### src/rtl/roo_pkg.sv
// roo_pkg: request and result types plus single-precision multiply, add and
// rounding helpers shared by the ray origin offset pipeline.
// No dependencies.
`default_nettype none
package roo_pkg;

  localparam logic [31:0] QNAN    = 32'h7FC0_0000;
  localparam logic [31:0] FP_TWO  = 32'h4000_0000;
  localparam logic [31:0] POS_INF = 32'h7F80_0000;
  localparam logic [31:0] NEG_INF = 32'hFF80_0000;
  localparam logic [31:0] NEG_ZERO = 32'h8000_0000;

  typedef struct packed {
    logic [31:0] point_x;
    logic [31:0] point_y;
    logic [31:0] point_z;
    logic [31:0] err_x;
    logic [31:0] err_y;
    logic [31:0] err_z;
    logic [31:0] norm_x;
    logic [31:0] norm_y;
    logic [31:0] norm_z;
    logic [31:0] dir_x;
    logic [31:0] dir_y;
    logic [31:0] dir_z;
  } in_req_t;

  typedef struct packed {
    logic [31:0] origin_x;
    logic [31:0] origin_y;
    logic [31:0] origin_z;
  } out_req_t;

  function automatic logic is_nan(input logic [31:0] a);
    return (a[30:23] == 8'hFF) && (a[22:0] != 23'd0);
  endfunction

  function automatic logic is_inf(input logic [31:0] a);
    return (a[30:0] == 31'h7F80_0000);
  endfunction

  // Count leading zeros of a 50-bit significand
  function automatic logic [5:0] lzc(input logic [49:0] m);
    logic [5:0] n;
    logic found;
    n = 6'd50;
    found = 1'b0;
    for (int i = 49; i >= 0; i--) begin
      if (!found && m[i]) begin
        n = 6'(49 - i);
        found = 1'b1;
      end
    end
    return n;
  endfunction

  // Round to nearest even and pack; m has its leading one at bit 49
  function automatic logic [31:0] fp_round(input logic sgn, input logic signed [11:0] e,
                                           input logic [49:0] m);
    logic [49:0] m2;
    logic [49:0] mask;
    logic [11:0] sh;
    logic stk;
    logic up;
    logic [7:0] ef;
    logic [30:0] mag;
    m2 = m;
    mask = '0;
    sh = '0;
    stk = 1'b0;
    ef = '0;
    if (m == 50'd0) return {sgn, 31'd0};
    if (e >= 12'sd255) return {sgn, 8'hFF, 23'd0};
    if (e < 12'sd1) begin
      sh = 12'(12'sd1 - e);
      if (sh >= 12'd50) begin
        stk = |m;
        m2 = '0;
      end else begin
        mask = (50'd1 << sh) - 50'd1;
        stk = |(m & mask);
        m2 = m >> sh;
      end
      ef = 8'd0;
    end else begin
      ef = e[7:0];
    end
    stk = stk | (|m2[24:0]);
    up = m2[25] & (stk | m2[26]);
    mag = {ef, m2[48:26]} + 31'(up);
    return {sgn, mag};
  endfunction

  function automatic logic [31:0] fp_mul(input logic [31:0] a, input logic [31:0] b);
    logic s;
    logic za, zb;
    logic [23:0] ma, mb;
    logic signed [11:0] xa, xb, e;
    logic [47:0] p;
    logic [49:0] m;
    logic [5:0] lz;
    s = a[31] ^ b[31];
    za = (a[30:0] == 31'd0);
    zb = (b[30:0] == 31'd0);
    if (is_nan(a) || is_nan(b) || (is_inf(a) && zb) || (za && is_inf(b))) return QNAN;
    if (is_inf(a) || is_inf(b)) return {s, 8'hFF, 23'd0};
    if (za || zb) return {s, 31'd0};
    ma = {|a[30:23], a[22:0]};
    mb = {|b[30:23], b[22:0]};
    xa = $signed({4'd0, (a[30:23] == 8'd0) ? 8'd1 : a[30:23]});
    xb = $signed({4'd0, (b[30:23] == 8'd0) ? 8'd1 : b[30:23]});
    p = ma * mb;
    m = {p, 2'b00};
    lz = lzc(m);
    m = m << lz;
    e = xa + xb - 12'sd126 - $signed({6'd0, lz});
    return fp_round(s, e, m);
  endfunction

  function automatic logic [31:0] fp_add(input logic [31:0] a, input logic [31:0] b);
    logic [31:0] big, sml;
    logic [11:0] xb, xs, d;
    logic [49:0] mb, ms, mask, sum;
    logic stk;
    logic [5:0] lz;
    logic signed [11:0] e;
    if (is_nan(a) || is_nan(b)) return QNAN;
    if (is_inf(a) && is_inf(b) && (a[31] != b[31])) return QNAN;
    if (is_inf(a)) return a;
    if (is_inf(b)) return b;
    if (a[30:0] >= b[30:0]) begin
      big = a;
      sml = b;
    end else begin
      big = b;
      sml = a;
    end
    xb = {4'd0, (big[30:23] == 8'd0) ? 8'd1 : big[30:23]};
    xs = {4'd0, (sml[30:23] == 8'd0) ? 8'd1 : sml[30:23]};
    d = xb - xs;
    mb = {1'b0, |big[30:23], big[22:0], 25'd0};
    ms = {1'b0, |sml[30:23], sml[22:0], 25'd0};
    mask = '0;
    // align the smaller operand, folding lost bits into a sticky bit
    if (d >= 12'd50) begin
      stk = |ms;
      ms = '0;
    end else begin
      mask = (50'd1 << d) - 50'd1;
      stk = |(ms & mask);
      ms = ms >> d;
    end
    ms[0] = ms[0] | stk;
    if (a[31] == b[31]) sum = mb + ms;
    else sum = mb - ms;
    if (sum == 50'd0) return {a[31] & b[31], 31'd0};
    lz = lzc(sum);
    sum = sum << lz;
    e = $signed(xb) + 12'sd1 - $signed({6'd0, lz});
    return fp_round(big[31], e, sum);
  endfunction

endpackage
`default_nettype wire

### src/rtl/roo_out_lane.sv
// roo_out_lane: one axis of the last two stages; scales the normal by the
// distance, adds it to the point and steps one float away. Depends on roo_pkg.
`default_nettype none
module roo_out_lane (
  input  wire logic        clk,
  input  wire logic        en,
  input  wire logic [31:0] distance,
  input  wire logic        flip,
  input  wire logic [31:0] norm,
  input  wire logic [31:0] point,
  output logic [31:0]      origin_r
);

  logic [31:0] off_r, off_nxt, point_r;
  logic [31:0] sum, origin_nxt, b;
  logic        pos, neg;

  // offset, negated when the normal faces away
  always_comb begin
    off_nxt = roo_pkg::fp_mul(distance, norm);
    if (flip) off_nxt[31] = ~off_nxt[31];
  end

  // add and step away from the surface
  always_comb begin
    sum = roo_pkg::fp_add(point_r, off_r);
    pos = !roo_pkg::is_nan(off_r) && !off_r[31] && (off_r[30:0] != 31'd0);
    neg = !roo_pkg::is_nan(off_r) && off_r[31] && (off_r[30:0] != 31'd0);
    b = sum;
    if (roo_pkg::is_nan(sum)) begin
      origin_nxt = roo_pkg::QNAN;
    end else if (pos) begin
      if (sum == roo_pkg::POS_INF) begin
        origin_nxt = sum;
      end else begin
        if (sum == roo_pkg::NEG_ZERO) b = 32'd0;
        origin_nxt = b[31] ? b - 32'd1 : b + 32'd1;
      end
    end else if (neg) begin
      if (sum == roo_pkg::NEG_INF) begin
        origin_nxt = sum;
      end else begin
        if (sum == 32'd0) b = roo_pkg::NEG_ZERO;
        origin_nxt = b[31] ? b + 32'd1 : b - 32'd1;
      end
    end else begin
      origin_nxt = sum;
    end
  end

  always_ff @(posedge clk) begin
    if (en) begin
      off_r    <= off_nxt;
      point_r  <= point;
      origin_r <= origin_nxt;
    end
  end

endmodule
`default_nettype wire

### config.mk
export PLATFORM = sky130hd
export DESIGN_NAME = roo_out_lane
export DESIGN_NICKNAME = d
export VERILOG_FILES = /design/src/rtl/roo_pkg.sv /design/src/rtl/roo_out_lane.sv
export SDC_FILE = /design/constraint.sdc
export NUM_CORES = 2
export LEC_CHECK = 0
export BUFFER_PORTS_ARGS = -buffer_cell sky130_fd_sc_hd__buf_2
export CORE_MARGIN = 5
export CORE_UTILIZATION = 40
export CTS_CLUSTER_DIAMETER = 60
export DETAILED_ROUTE_END_ITERATION = 8
export GPL_TIMING_DRIVEN = 0
export PLACE_DENSITY = 0.53
export SYNTH_ARGS = -nofsm -noshare
export SYNTH_HDL_FRONTEND = slang
export SYNTH_SLANG_ARGS = --single-unit
### constraint.sdc
create_clock -name clk -period 75.7 [get_ports clk]
set_input_delay 11.355 -clock clk [delete_from_list [all_inputs] [get_ports clk]]
set_output_delay 11.355 -clock clk [all_outputs]
set_load 0.01 [all_outputs]
## Yosys cells after proc, flatten, opt, wreduce, memory -nomap -nowiden

Index checks and enable logic that the tools add are counted.

| word-level totals | value |
|---|---|
| flip-flop bits (word level) | 96 |
| input port bits | 99 |
| output and inout bits | 32 |
| word-level logic and storage cells | 1053 |

| cells by class | value |
|---|---|
| $add $sub $neg | 19 |
| $mul | 1 |
| order comparisons | 8 |
| eq/ne operators | 14 |
| shifts and indexed selects | 8 |
| muxes and demuxes | 746 |
| bitwise logic cells | 13 |
| reductions and logical operators | 241 |

Operators by type and width:

| cell | number |
|---|---|
| $mux 32 | 44 |
| $mux 49 | 16 |
| $mux 6 | 106 |
| $mux 1 | 547 |
| $mux 50 | 10 |
| $reduce_or 50->1 | 5 |
| $mux 31 | 5 |
| $logic_not 50->1 | 3 |
| $shl 1x12->50 const A | 3 |
| $sub 50x1->50 const B | 3 |
| $mux 8 | 18 |
| $eq 31x31->1 const B | 4 |
| $reduce_bool 23->1 | 5 |
| $logic_and 1x1->1 | 109 |
| $and 50x50->50 | 2 |
| $shl 50x6->50 | 2 |
| $shr 50x12->49 | 2 |
| $logic_not 1->1 | 98 |
| $add 32x1->32 const B | 2 |
| $eq 32x32->1 const B | 2 |
| $sub 32x1->32 const B | 2 |
| $add 31x1->31 | 2 |
| $logic_not 31->1 | 2 |
| $add 49x50->50 | 1 |
| 33 further kinds | 57 |

## Depth between registers and ports, before layout

| depth | value |
|---|---|
| word-level depth | 480 |
| gate-level depth with buffers | 138 |
| gate-level depth less buffers | 122 |

## Least setup slack after synthesis

No wires, ideal clock.

| timing | value |
|---|---|
| kind | input -> register |
| start | in norm[3] |
| end | reg off_r[28] (data pin) |
| setup time | 136 ps |
| data arrival time | 26893 ps |
| data required time | 75564 ps |
| path slack | 48671 ps |
| cell stages on the path | 63 |
| path buffers | 8 |
| cell sequence | clkbuf_1 -> clkbuf_1 -> nand2_1 -> fa_1 -> fa_1 -> inv_1 -> fa_1 -> ha_1 -> fa_1 -> inv_1 -> fa_1 -> fa_1 -> inv_1 -> ha_1 -> a21boi_1 -> o21ai_0 -> a21boi_1 -> o21ai_0 -> [... 27 more ...] -> buf_1 -> clkbuf_1 -> ha_1 -> inv_1 -> or3_1 -> xor2_1 -> a31oi_1 -> nand3_1 -> nor2_1 -> nand2_1 -> or4_1 -> o211a_1 -> a211oi_1 -> nand4_1 -> or4_1 -> clkbuf_1 -> or4_1 -> nand3_1 |

| between the ends | value |
|---|---|
| word-level cells in the longest chain between the ends | 309 |
| elaborated cells on any way between the ends | 406 |
| those cells by class | 4 x add/sub; 1 x mul; 3 x order compare; 1 x eq/ne; 3 x shift; 282 x mux; 4 x bitwise; 108 x reduce/logical |

RTL lines:

| element | RTL line | text |
|---|---|---|
| start, declared | roo_out_lane.sv:9 | `input wire logic [31:0] norm,` |
| $mul 24x24->48 | roo_pkg.sv:112 | `p = ma * mb;` |
| $mux 1 | roo_pkg.sv:49 | `if (!found && m[i]) begin` |
| $mux 1 | roo_pkg.sv:108 | `ma = {\|a[30:23], a[22:0]};` |
| $mux 1 | roo_pkg.sv:107 | `if (za \|\| zb) return {s, 31'd0};` |
| $mux 1 | roo_pkg.sv:106 | `if (is_inf(a) \|\| is_inf(b)) return {s, 8'hFF, 23'd0};` |
| $logic_not 1->1 | roo_pkg.sv:49 |  |
| $logic_and 1x1->1 | roo_pkg.sv:49 |  |
| $mux 1 | roo_pkg.sv:49 |  |
| [... 293 more ...] | n/a |  |
| $or 1x1->1 | roo_pkg.sv:89 | `up = m2[25] & (stk \| m2[26]);` |
| $and 1x1->1 | roo_pkg.sv:89 |  |
| $add 31x1->31 | roo_pkg.sv:90 | `mag = {ef, m2[48:26]} + 31'(up);` |
| $mux 32 | roo_pkg.sv:74 | `if (e < 12'sd1) begin` |
| $mux 32 | roo_pkg.sv:73 | `if (e >= 12'sd255) return {sgn, 8'hFF, 23'd0};` |
| $mux 32 | roo_pkg.sv:108 |  |
| $mux 32 | roo_pkg.sv:107 |  |
| $mux 32 (*) | roo_pkg.sv:106 |  |
| end signal, assigned | roo_out_lane.sv:53 | `off_r <= off_nxt;` |
| end, declared | roo_out_lane.sv:14 | `logic [31:0] off_r, off_nxt, point_r;` |

Every way passes the cells marked *; elsewhere a longest branch is shown, timed or not. The select of a mux whose other input is x is not followed.
A chain may end at the register's enable or synchronous reset.

==> out/qor.txt <==
run status: finished, violations left
violated checks: capacitance limit, slew limit
Reg area: 0.00288 mm²
FF+latch count, synth: 96
GRT Resource Usage Total: 0.441
EDFF count, synth: 96
Synth area leader: fa_1
grt total ovfl: 0
Multi-input gate area: 0.0517 mm²
number of H-tree levels: 3
Highest Signal Layer: met5
worst hold path depth: 4
# Post-CTS Setup Buffers: 0
placed wire-length estimate: 296 mm
Slew @ Worst Pin: 1610 ps
RD Place Congestion: 1.12
synth top area cells: fa_1 (16%), ha_1 (7.7%), nand2_1 (6.5%)
Sum Neg Setup Slack: 0 ps
DRC violations left: 0
ys async rst share: 0
worst skew pair latency: 470 ps
Worst Path Arrival: 40150 ps
slew margin rel.: -0.0828
die area: 0.157 mm²
initial drt markers: 12000
WL met1: 144 mm
final setup fails: 0
Tcrit/Tclk final: 0.528
Detailed Route WL: 362 mm
Distinct cells, synth: 129
antenna viol nets, final: 0
Die Span Y: 396 µm
R2R cell count: 123
CP max stage delay: 1050 ps
Synth Flop Type: edfxtp_1
maximum clock rate: 25.0 MHz
clock buffer depth: 2
CTS resizes: 0
hold buffer count at CTS: 0
DR vias/cell: 7.11
met2 WL: 144 mm
Min-Delay Path Class: flop to flop
Ys Warns: 0
fill count: 15800
IO Pins: 131
area share of the largest cell type after synthesis: 0.165
vias in the first global route: 69900
Setup CP Type: flop to flop
TritonCTS clock tree: yes
most frequent cells in the layout: nand2_1 (1027), inv_1 (712), nor2_1 (609)
max_cap viols: 7
initial core utilization: 0.402
Row Count: 141
Slew Viols, Final: 47
nets: 9443
RSZ-0062 raised after global routing: no
layout cells sized above 1: 0.0605
routed len/inst: 34.7 µm
Final Hold Viols: 0
most common cell after layout, fill and taps aside: nand2_1
synthesized area: 0.0595 mm²
cell mode on critical path: clkbuf_1
Critical Path Slowest Stage Cell: a31oi_1
global-route wire length before repair: 509 mm
Mapped Nets: 9299
total CTS buffers: 9
Startpoint Class: flop
CP endpoint kind: flop
Avg Cell Area, Syn: 7.13 µm²
skew final: 51.4 ps
fin crit period: 39990 ps
sequential area share after synthesis: 0.0485
Layout area overhead: 6.07%
via count: 74200
largest net degree at the start of global routing: 63
critical path fanouts, max: 31
Root Driver: clkbuf_16
met3 wire len: 51.1 mm
Worst-path clk slew: 120 ps
core area: 0.148 mm²
Synth Instances: 8345
Die X: 396 µm
Port Buffer Count: 118
initial antenna violation count: 15
CP required: 75860 ps
DR pass1 iterations: 8
CTS Sinks: 96
-- final timing paths --
check / start / endpoint / slack [ps]
setup / recovery: off_r[20] / origin_r[30] / 35710
hold / removal: off_r[31] / origin_r[31] / 1260
setup reg to reg: off_r[20] / origin_r[30] / 35710
hold reg to reg: off_r[31] / origin_r[31] / 1260
-- layer usage --
layer / vias to the layer above / track usage
met3: 1324 / 0.153
li1: 30700 / -
met2: 5806 / 0.634
met5: - / 0
met4: 12 / 0.208
met1: 36400 / 0.589
-- cell families (layout without fill, tap and decap cells) --
| kind of cell | after synthesis | after routing | share of synthesized area |
|---|---|---|---|
| compound gates | 2436 | 2436 | 0.282 |
| xor+xnor | 188 | 188 | 0.0277 |
| buf+inv | 1261 | 1410 | 0.0837 |
| fa+ha+maj | 857 | 857 | 0.242 |
| mux | 228 | 228 | 0.0456 |
| flops | 96 | 96 | 0.0485 |
| other cells | 0 | 11 | 0 |
| simple gates | 3279 | 3279 | 0.270 |
-- metrics by stage --
stage	area (µm²)	hold slack, ps	setup slack [ps]	utilization	instances
floorplan	59500	842	48670	-	8345
global placement	62500	1260	36550	0.423	10400
detailed placement	62700	1250	37700	0.424	10400
CTS	63000	1240	37530	0.426	10400
global route	63100	1360	35420	0.427	10400
finish	63100	1260	35710	0.427	10400
-- sequential cells by signal, summed over array words and instances (netlist names) --
signal / count
origin_r: 32
off_r: 32
point_r: 32
-- Yosys cell counts (50+ instances only) --
| library cell | count |
|---|---|
| a211oi_1 | 146 |
| a21o_1 | 109 |
| a21oi_1 | 500 |
| a221oi_1 | 55 |
| a31oi_1 | 95 |
| and2_1 | 304 |
| and3_1 | 81 |
| buf_2 | 82 |
| clkbuf_1 | 384 |
| edfxtp_1 | 96 |
| fa_1 | 489 |
| ha_1 | 366 |
| inv_1 | 712 |
| mux2_2 | 50 |
| mux2i_1 | 146 |
| nand2_1 | 1027 |
| nand2b_1 | 59 |
| nand3_1 | 333 |
| nand4_1 | 132 |
| nor2_1 | 609 |
| nor3_1 | 298 |
| nor4_1 | 91 |
| o211ai_1 | 120 |
| o21a_1 | 60 |
| o21ai_0 | 418 |
| o22ai_1 | 99 |
| o31ai_1 | 91 |
| or3_1 | 92 |
| xnor2_1 | 123 |
| xor2_1 | 65 |
-- worst max-delay path: cells and delay by family (launching register included) --
| family | cells | cell delay, ps |
|---|---|---|
| AO/OA/AOI/OAI | 46 | 12910 |
| XOR/XNOR | 4 | 1650 |
| adder cells (fa/ha/maj) | 9 | 3270 |
| buffers and inverters | 28 | 11750 |
| flip-flops | 1 | 340 |
| multiplexers | 1 | 500 |
| AND/OR/NAND/NOR | 35 | 9170 |
-- final cells by class --
cell class / instances / area share
well taps: 1930 / 0.0383
diodes: 11 / 0.000436
flip-flops and latches: 96 / 0.0457
repair buffers: 133 / 0.0115
clock buffers: 9 / 0.00357
clock inverters: 7 / 0.00178
multi-input cells: 6988 / 0.820
inverters: 722 / 0.0430
plain buffers: 539 / 0.0358
Power is not shown: default switching activity piles up to over one toggle a cycle in this logic, so the estimate is an artifact.
