File: src/rtl/roo_pkg.sv
// roo_pkg: request and result types plus single-precision multiply, add and
// rounding helpers shared by the ray origin offset pipeline.
// No dependencies.
`default_nettype none
package roo_pkg;

  localparam logic [31:0] QNAN    = 32'h7FC0_0000;
  localparam logic [31:0] FP_TWO  = 32'h4000_0000;
  localparam logic [31:0] POS_INF = 32'h7F80_0000;
  localparam logic [31:0] NEG_INF = 32'hFF80_0000;
  localparam logic [31:0] NEG_ZERO = 32'h8000_0000;

  typedef struct packed {
    logic [31:0] point_x;
    logic [31:0] point_y;
    logic [31:0] point_z;
    logic [31:0] err_x;
    logic [31:0] err_y;
    logic [31:0] err_z;
    logic [31:0] norm_x;
    logic [31:0] norm_y;
    logic [31:0] norm_z;
    logic [31:0] dir_x;
    logic [31:0] dir_y;
    logic [31:0] dir_z;
  } in_req_t;

  typedef struct packed {
    logic [31:0] origin_x;
    logic [31:0] origin_y;
    logic [31:0] origin_z;
  } out_req_t;

  function automatic logic is_nan(input logic [31:0] a);
    return (a[30:23] == 8'hFF) && (a[22:0] != 23'd0);
  endfunction

  function automatic logic is_inf(input logic [31:0] a);
    return (a[30:0] == 31'h7F80_0000);
  endfunction

  // Count leading zeros of a 50-bit significand
  function automatic logic [5:0] lzc(input logic [49:0] m);
    logic [5:0] n;
    logic found;
    n = 6'd50;
    found = 1'b0;
    for (int i = 49; i >= 0; i--) begin
      if (!found && m[i]) begin
        n = 6'(49 - i);
        found = 1'b1;
      end
    end
    return n;
  endfunction

  // Round to nearest even and pack; m has its leading one at bit 49
  function automatic logic [31:0] fp_round(input logic sgn, input logic signed [11:0] e,
                                           input logic [49:0] m);
    logic [49:0] m2;
    logic [49:0] mask;
    logic [11:0] sh;
    logic stk;
    logic up;
    logic [7:0] ef;
    logic [30:0] mag;
    m2 = m;
    mask = '0;
    sh = '0;
    stk = 1'b0;
    ef = '0;
    if (m == 50'd0) return {sgn, 31'd0};
    if (e >= 12'sd255) return {sgn, 8'hFF, 23'd0};
    if (e < 12'sd1) begin
      sh = 12'(12'sd1 - e);
      if (sh >= 12'd50) begin
        stk = |m;
        m2 = '0;
      end else begin
        mask = (50'd1 << sh) - 50'd1;
        stk = |(m & mask);
        m2 = m >> sh;
      end
      ef = 8'd0;
    end else begin
      ef = e[7:0];
    end
    stk = stk | (|m2[24:0]);
    up = m2[25] & (stk | m2[26]);
    mag = {ef, m2[48:26]} + 31'(up);
    return {sgn, mag};
  endfunction

  function automatic logic [31:0] fp_mul(input logic [31:0] a, input logic [31:0] b);
    logic s;
    logic za, zb;
    logic [23:0] ma, mb;
    logic signed [11:0] xa, xb, e;
    logic [47:0] p;
    logic [49:0] m;
    logic [5:0] lz;
    s = a[31] ^ b[31];
    za = (a[30:0] == 31'd0);
    zb = (b[30:0] == 31'd0);
    if (is_nan(a) || is_nan(b) || (is_inf(a) && zb) || (za && is_inf(b))) return QNAN;
    if (is_inf(a) || is_inf(b)) return {s, 8'hFF, 23'd0};
    if (za || zb) return {s, 31'd0};
    ma = {|a[30:23], a[22:0]};
    mb = {|b[30:23], b[22:0]};
    xa = $signed({4'd0, (a[30:23] == 8'd0) ? 8'd1 : a[30:23]});
    xb = $signed({4'd0, (b[30:23] == 8'd0) ? 8'd1 : b[30:23]});
    p = ma * mb;
    m = {p, 2'b00};
    lz = lzc(m);
    m = m << lz;
    e = xa + xb - 12'sd126 - $signed({6'd0, lz});
    return fp_round(s, e, m);
  endfunction

  function automatic logic [31:0] fp_add(input logic [31:0] a, input logic [31:0] b);
    logic [31:0] big, sml;
    logic [11:0] xb, xs, d;
    logic [49:0] mb, ms, mask, sum;
    logic stk;
    logic [5:0] lz;
    logic signed [11:0] e;
    if (is_nan(a) || is_nan(b)) return QNAN;
    if (is_inf(a) && is_inf(b) && (a[31] != b[31])) return QNAN;
    if (is_inf(a)) return a;
    if (is_inf(b)) return b;
    if (a[30:0] >= b[30:0]) begin
      big = a;
      sml = b;
    end else begin
      big = b;
      sml = a;
    end
    xb = {4'd0, (big[30:23] == 8'd0) ? 8'd1 : big[30:23]};
    xs = {4'd0, (sml[30:23] == 8'd0) ? 8'd1 : sml[30:23]};
    d = xb - xs;
    mb = {1'b0, |big[30:23], big[22:0], 25'd0};
    ms = {1'b0, |sml[30:23], sml[22:0], 25'd0};
    mask = '0;
    // align the smaller operand, folding lost bits into a sticky bit
    if (d >= 12'd50) begin
      stk = |ms;
      ms = '0;
    end else begin
      mask = (50'd1 << d) - 50'd1;
      stk = |(ms & mask);
      ms = ms >> d;
    end
    ms[0] = ms[0] | stk;
    if (a[31] == b[31]) sum = mb + ms;
    else sum = mb - ms;
    if (sum == 50'd0) return {a[31] & b[31], 31'd0};
    lz = lzc(sum);
    sum = sum << lz;
    e = $signed(xb) + 12'sd1 - $signed({6'd0, lz});
    return fp_round(big[31], e, sum);
  endfunction

endpackage
`default_nettype wire

File: src/rtl/roo_prod_lane.sv
// roo_prod_lane: one axis of the first stage; registers |n|*e and n*d.
// Depends on roo_pkg.
`default_nettype none
module roo_prod_lane (
  input  wire logic        clk,
  input  wire logic        en,
  input  wire logic [31:0] norm,
  input  wire logic [31:0] err,
  input  wire logic [31:0] dir,
  output logic [31:0]      err_prod_r,
  output logic [31:0]      dir_prod_r
);

  logic [31:0] err_prod_nxt;
  logic [31:0] dir_prod_nxt;

  // form both products of this axis
  always_comb begin
    err_prod_nxt = roo_pkg::fp_mul({1'b0, norm[30:0]}, err);
    dir_prod_nxt = roo_pkg::fp_mul(norm, dir);
  end

  always_ff @(posedge clk) begin
    if (en) begin
      err_prod_r <= err_prod_nxt;
      dir_prod_r <= dir_prod_nxt;
    end
  end

endmodule
`default_nettype wire

File: config.mk
export PLATFORM = sky130hd
export DESIGN_NAME = roo_prod_lane
export DESIGN_NICKNAME = d
export VERILOG_FILES = /design/src/rtl/roo_pkg.sv /design/src/rtl/roo_prod_lane.sv
export SDC_FILE = /design/constraint.sdc
export NUM_CORES = 2
export LEC_CHECK = 0
export BUFFER_PORTS_ARGS = -buffer_cell sky130_fd_sc_hd__buf_2
export CORE_ASPECT_RATIO = 0.75
export CORE_MARGIN = 2
export CORE_UTILIZATION = 60
export DETAILED_ROUTE_END_ITERATION = 10
export PLACE_DENSITY_LB_ADDON = 0.15
export SLEW_MARGIN = 20
export SYNTH_ARGS = -nofsm -noshare
export SYNTH_HDL_FRONTEND = slang
export SYNTH_SLANG_ARGS = --single-unit
File: constraint.sdc
create_clock -name clk -period 21 [get_ports clk]
set_clock_uncertainty 0.1 [all_clocks]
set_input_delay 1.05 -clock clk [delete_from_list [all_inputs] [get_ports clk]]
set_output_delay 1.05 -clock clk [all_outputs]
set_load 0.01 [all_outputs]
Word level (Yosys, flattened, before mapping). Index checks and enable logic that the tools add are counted.

Add/subtract/negate cells: 12. Multipliers: 2. $lt $le $gt $ge: 6. Equality and inequality tests: 6. Shift-type cells: 6. Muxes and demuxes: 571. Bitwise logic cells: 9. Reduce and logical (&&, ||, !) cells: 225.

Operators with widths (number): two-way mux 49 bit (14); two-way mux 32 bit (20); two-way mux 6 bit (102); two-way mux 1 bit (420); OR reduction 50 bit (4); two-way mux 8 bit (15); logical AND 1 bit (101); AND 50 bit (2); logical NOT 50 bit (2); left shift 1 x 12 -> 50 bit, first input constant (2); left shift 50 x 6 -> 50 bit (2); >> shifter 50 x 12 -> 49 bit (2); subtractor 50 x 1 -> 50 bit, second input constant (2); multiplier 24 x 24 -> 48 bit (2); logical NOT 1 bit (94); equality test 31 bit, second input constant (3); logical NOT 31 bit (3); nonzero test 23 bit (3); adder 31 x 1 -> 31 bit (2); OR reduction 25 bit (2); equality test 8 bit, second input constant (3); greater-or-equal comparator 12 x 6 -> 1 bit, second input constant (2); logical NOT 8 bit (3); OR reduction 8 bit (3); 10 further kinds (29).

Register bits after elaboration: 64. Bits of input ports: 98. Output and inout bits: 64. Word-level logic and storage cells: 839.

Longest topological paths before layout.
Word-level depth: 319. Mapped depth: 69. Depth with buffers taken out: 60.

Least setup slack after synthesis. No wires, ideal clock.

Path kind: input port to flip-flop. Start: input norm[28]. End: register err_prod_r[28] (data pin). Setup time: 0.260 ns. Arrival: 16.139 ns. Required time: 20.640 ns. Slack: 4.501 ns. Cell stages on the path: 62. Path buffers: 13. Cell sequence: nor4_1 nand2_1 or2_2 clkbuf_1 and2_1 fa_1 fa_1 fa_1 inv_1 fa_1 fa_1 fa_1 inv_1 fa_1 ha_1 buf_6 a211oi_2 nor2_1 (+26 left out) nor3_1 o21ai_0 mux2i_1 a32oi_1 nor2_1 clkbuf_1 nand2_1 a221oi_1 a22oi_1 mux2i_1 a211oi_1 or4_4 a221o_1 or4b_4 buf_6 nor4b_2 mux2i_1 nand2_1.

Longest elaborated chain between the ends: 310. Elaborated cells between the ends (all ways): 411. Those cells by class: 6 x add/sub; 1 x mul; 3 x order compare; 2 x eq/ne; 3 x shift; 283 x mux; 4 x bitwise; 109 x reduce/logical.

Ends and longest elaborated chain: start, declared (line roo_prod_lane.sv:7) `input wire logic [31:0] norm,`; OR reduction 8 bit (line roo_pkg.sv:108) `ma = {|a[30:23], a[22:0]};`; multiplier 24 x 24 -> 48 bit (line roo_pkg.sv:112) `p = ma * mb;`; two-way mux 1 bit (line roo_pkg.sv:49) `if (!found && m[i]) begin`; two-way mux 1 bit (line roo_pkg.sv:108); two-way mux 1 bit (line roo_pkg.sv:107) `if (za || zb) return {s, 31'd0};`; two-way mux 1 bit (line roo_pkg.sv:106) `if (is_inf(a) || is_inf(b)) return {s, 8'hFF, 23'd0};`; logical NOT 1 bit (line roo_pkg.sv:49); logical AND 1 bit (line roo_pkg.sv:49); (+294 left out); OR 1 bit (line roo_pkg.sv:89) `up = m2[25] & (stk | m2[26]);`; AND 1 bit (line roo_pkg.sv:89); adder 31 x 1 -> 31 bit (line roo_pkg.sv:90) `mag = {ef, m2[48:26]} + 31'(up);`; two-way mux 32 bit (line roo_pkg.sv:74) `if (e < 12'sd1) begin`; two-way mux 32 bit (line roo_pkg.sv:73) `if (e >= 12'sd255) return {sgn, 8'hFF, 23'd0};`; two-way mux 32 bit (line roo_pkg.sv:108); two-way mux 32 bit (line roo_pkg.sv:107); two-way mux 32 bit (*) (line roo_pkg.sv:106); end signal, assigned (line roo_prod_lane.sv:25) `err_prod_r <= err_prod_nxt;`; end, declared (line roo_prod_lane.sv:10) `output logic [31:0] err_prod_r,`.

Mark *: on every way between the ends. The rest lies on a longest branch, timed or not. The select of a mux whose other input is x is not followed. A chain may end at the register's enable or synchronous reset.

Final worst setup path.
Start: input dir[28]. End: register dir_prod_r[23] (data pin).

Longest elaborated chain between the ends: 310. Elaborated cells between the ends (all ways): 411. Those cells by class: 6 x add/sub; 1 x mul; 3 x order compare; 2 x eq/ne; 3 x shift; 283 x mux; 4 x bitwise; 109 x reduce/logical.

Ends and longest elaborated chain: start, declared (line roo_prod_lane.sv:9) `input wire logic [31:0] dir,`; OR reduction 8 bit (line roo_pkg.sv:109) `mb = {|b[30:23], b[22:0]};`; multiplier 24 x 24 -> 48 bit (line roo_pkg.sv:112); two-way mux 1 bit (line roo_pkg.sv:49); two-way mux 1 bit (line roo_pkg.sv:108); two-way mux 1 bit (line roo_pkg.sv:107); two-way mux 1 bit (line roo_pkg.sv:106); logical NOT 1 bit (line roo_pkg.sv:49); logical AND 1 bit (line roo_pkg.sv:49); (+294 left out); OR 1 bit (line roo_pkg.sv:89); AND 1 bit (line roo_pkg.sv:89); adder 31 x 1 -> 31 bit (line roo_pkg.sv:90); two-way mux 32 bit (line roo_pkg.sv:74); two-way mux 32 bit (line roo_pkg.sv:73); two-way mux 32 bit (line roo_pkg.sv:108); two-way mux 32 bit (line roo_pkg.sv:107); two-way mux 32 bit (*) (line roo_pkg.sv:106); end signal, assigned (line roo_prod_lane.sv:26) `dir_prod_r <= dir_prod_nxt;`; end, declared (line roo_prod_lane.sv:11) `output logic [31:0] dir_prod_r`.

Marks and branches as above.

==> flow_metrics.env <==
export IMPL_root_buffer="clkbuf_16"
export IMPL_dpl_instance_area_sq_mm=0.0662
export IMPL_slew_viol_final=0
export IMPL_status="complete, no violations"
export IMPL_endpoint_kind="register"
export IMPL_worst_hold_path_type="input port to register"
export IMPL_fin_util=0.622
export IMPL_setup_viol=0
export IMPL_synth_edf_count=64
export IMPL_start_util=0.604
export IMPL_grt_pass1_vias=71000
export IMPL_rows=104
export IMPL_wl_per_cell_microns=29.1
export IMPL_grt_overflow=0
export IMPL_synth_seq_cells=64
export IMPL_rsz0062_at_grt="no"
export IMPL_vias=70700
export IMPL_start_kind="input port"
export IMPL_max_slew_margin_rel=0.125
export IMPL_path_delay_family="simple AND/OR/NAND/NOR gates"
export IMPL_gp_congestion=1.12
export IMPL_syn_to_final_growth_pct=3.05
export IMPL_die_area_sq_mm=0.110
export IMPL_drive_above_1_share=0.0717
export IMPL_routed_wl_mm=283
export IMPL_synth_area_per_cell_sq_um=7.62
export IMPL_required_ns=21.00
export IMPL_worstMarginPinSlew_ns=1.30
export IMPL_ys_seq_area_frac=0.0298
export IMPL_ys_async_sr_fraction=0
export IMPL_cts_clk_slew_worst_paths_ns=0.06
export IMPL_clock_sinks=64
export IMPL_cts_setup_buffers=0
export IMPL_critical_path_class="input port to register"
export IMPL_cts_made_buffers=9
export IMPL_cp_slowest_cell="nor4_4"
export IMPL_drv_cap=0
export IMPL_post_dp_hpwl_mm=222
export IMPL_synthDistinctLibCells=136
export IMPL_stdcell_area_sq_mm=0.0665
export IMPL_cp_max_fo=19
export IMPL_firstDrtPassIters=9
export IMPL_netlist_area_sq_mm=0.0646
export IMPL_fmax_ghz=0.0519
export IMPL_syn_nets=9930
export IMPL_coreArea_sq_mm=0.107
export IMPL_cts_hold_buf=0
export IMPL_syn_inst=8468
export IMPL_portBuffers=161
export IMPL_period_minus_slack_ns=19.28
export IMPL_cts_tree="built"
export IMPL_worstHoldStart="err[31]"
export IMPL_nNetsFinal=9723
export IMPL_grt_max_degree=65
export IMPL_grt_pass1_wl_mm=428
export IMPL_post_cts_resize_count=0
export IMPL_io_pins=162
export IMPL_postRouteAntennaNets=0
export IMPL_yosys_warnings=0
export IMPL_antenna_found_initial=6
export IMPL_dieWidth_microns=383
export IMPL_route_detailed_drc=0
export IMPL_cts_max_path_buffers=2
export IMPL_htreeDepth=3
export IMPL_drt_initial_drc_count=11900
export IMPL_die_h_microns=288
export IMPL_fill_cells=8791
export IMPL_cp_arrival_ns=19.29
export IMPL_startpoint="dir[28]"
export IMPL_fin_crit_sh=0.918
export IMPL_hold_viol_final=0
export IMPL_synthFlopType="edfxtp_1"
export IMPL_critPathMaxStageDelay_ns=0.91
export IMPL_track_usage=0.504
export IMPL_vias_per_cell=7.29
export IMPL_tns_ns=0
export IMPL_cp_num_buf_inv=9
-- sequential cells by signal, summed over array words and instances, names as in the netlist --
signal      flops
err_prod_r     32
dir_prod_r     32
-- placed cells by master (no fill, tap or decap), types with 46 or more instances in the layout --
master	netlist	routed
nand2_1	1240	1240
o31ai_1	82	81
a31oi_1	65	65
or3_1	59	59
o22ai_1	69	69
nor4_1	97	94
and3_1	64	64
a22oi_1	59	59
a211oi_1	94	92
o21a_1	72	72
ha_1	396	396
nor3_1	230	228
edfxtp_1	64	64
nor2_1	487	484
mux2i_1	54	54
o221ai_1	46	46
a21o_1	61	61
buf_4	12	181
fa_1	968	966
a21oi_1	373	372
nand4_1	101	101
xor2_1	57	55
o211ai_1	95	95
nand3_1	162	162
and2_1	488	488
o21ai_0	336	335
xnor2_1	74	72
buf_2	94	160
inv_1	1109	1108
-- synthesized netlist by cell type, types with 30 or more instances --
library cell / count / area [sq um]
clkbuf_1: 398 / 1490
nand2_1: 1240 / 4650
o221ai_1: 46 / 403
ha_1: 396 / 4950
a21oi_1: 373 / 1870
a211oi_1: 94 / 706
o21ai_1: 32 / 160
nor2_1: 487 / 1830
xnor2_1: 74 / 648
a21o_1: 61 / 458
fa_1: 968 / 19400
nand4_1: 101 / 632
o31ai_1: 82 / 616
o21a_1: 72 / 541
a31oi_1: 65 / 407
or2_2: 34 / 213
buf_2: 94 / 470
o22ai_1: 69 / 432
inv_1: 1109 / 4160
nand3_1: 162 / 811
edfxtp_1: 64 / 1920
buf_1: 36 / 135
and2_1: 488 / 3050
o21ai_0: 336 / 1680
a32oi_1: 30 / 263
a221oi_1: 37 / 324
mux2i_1: 54 / 541
xor2_1: 57 / 499
a22oi_1: 59 / 443
nor4_1: 97 / 607
or3_1: 59 / 369
and3_1: 64 / 400
o32ai_1: 32 / 280
nor3_1: 230 / 1150
o211ai_1: 95 / 713
-- per-layer routing --
layer | global-route usage | wire length (microns) | vias to the layer above
met4 | 0.214 | 16000 | 14
met3 | 0.233 | 51200 | 1560
li1 | - | - | 28700
met2 | 0.706 | 112000 | 6770
met1 | 0.666 | 104000 | 33700
met5 | 0 | 164 | -
-- path summary, 6_finish.rpt --
path | to | cells after the start
worst max-delay path | dir_prod_r[23]$_SDFFCE_PP1P_ | 53
worst min-delay path | err_prod_r[31]$_SDFFCE_PP0P_ | 2
-- through the flow --
| step | hold WS [ns] | worst slack [ns] | instances |
|---|---|---|---|
| 2_1_floorplan | 1.06 | 4.50 | 8468 |
| 3_3_place_gp | 1.23 | 2.35 | 9681 |
| 3_5_place_dp | 1.23 | 2.07 | 9681 |
| 4_1_cts | 0.875 | 2.35 | 9697 |
| 5_1_grt | 0.886 | 1.20 | 9697 |
| 6_report | 0.875 | 1.72 | 9705 |
-- layout make-up --
type,count,area (sq um),share of cell area
Clock buffer,9,225,0.00338
Antenna cell,8,20.0,0.000301
Clock inverter,7,47.5,0.000715
Multi-Input combinational cell,6727,56200,0.844
Sequential cell,64,1920,0.0289
Timing Repair Buffer,341,2160,0.0325
Tap cell,1431,1790,0.0269
Inverter,1118,4200,0.0631
-- logic make-up after synthesis --
group | synth area share
AOI/OAI and AO/OA | 0.216
xor gates and xnor gates | 0.0178
adders and majority gates | 0.377
buffers and inverters | 0.102
DFF | 0.0298
muxes | 0.0150
and+or+nand+nor | 0.242
Power is left out: the tool's default activity adds up to more than one toggle a clock period on the data nets, which glitch-free logic cannot reach.
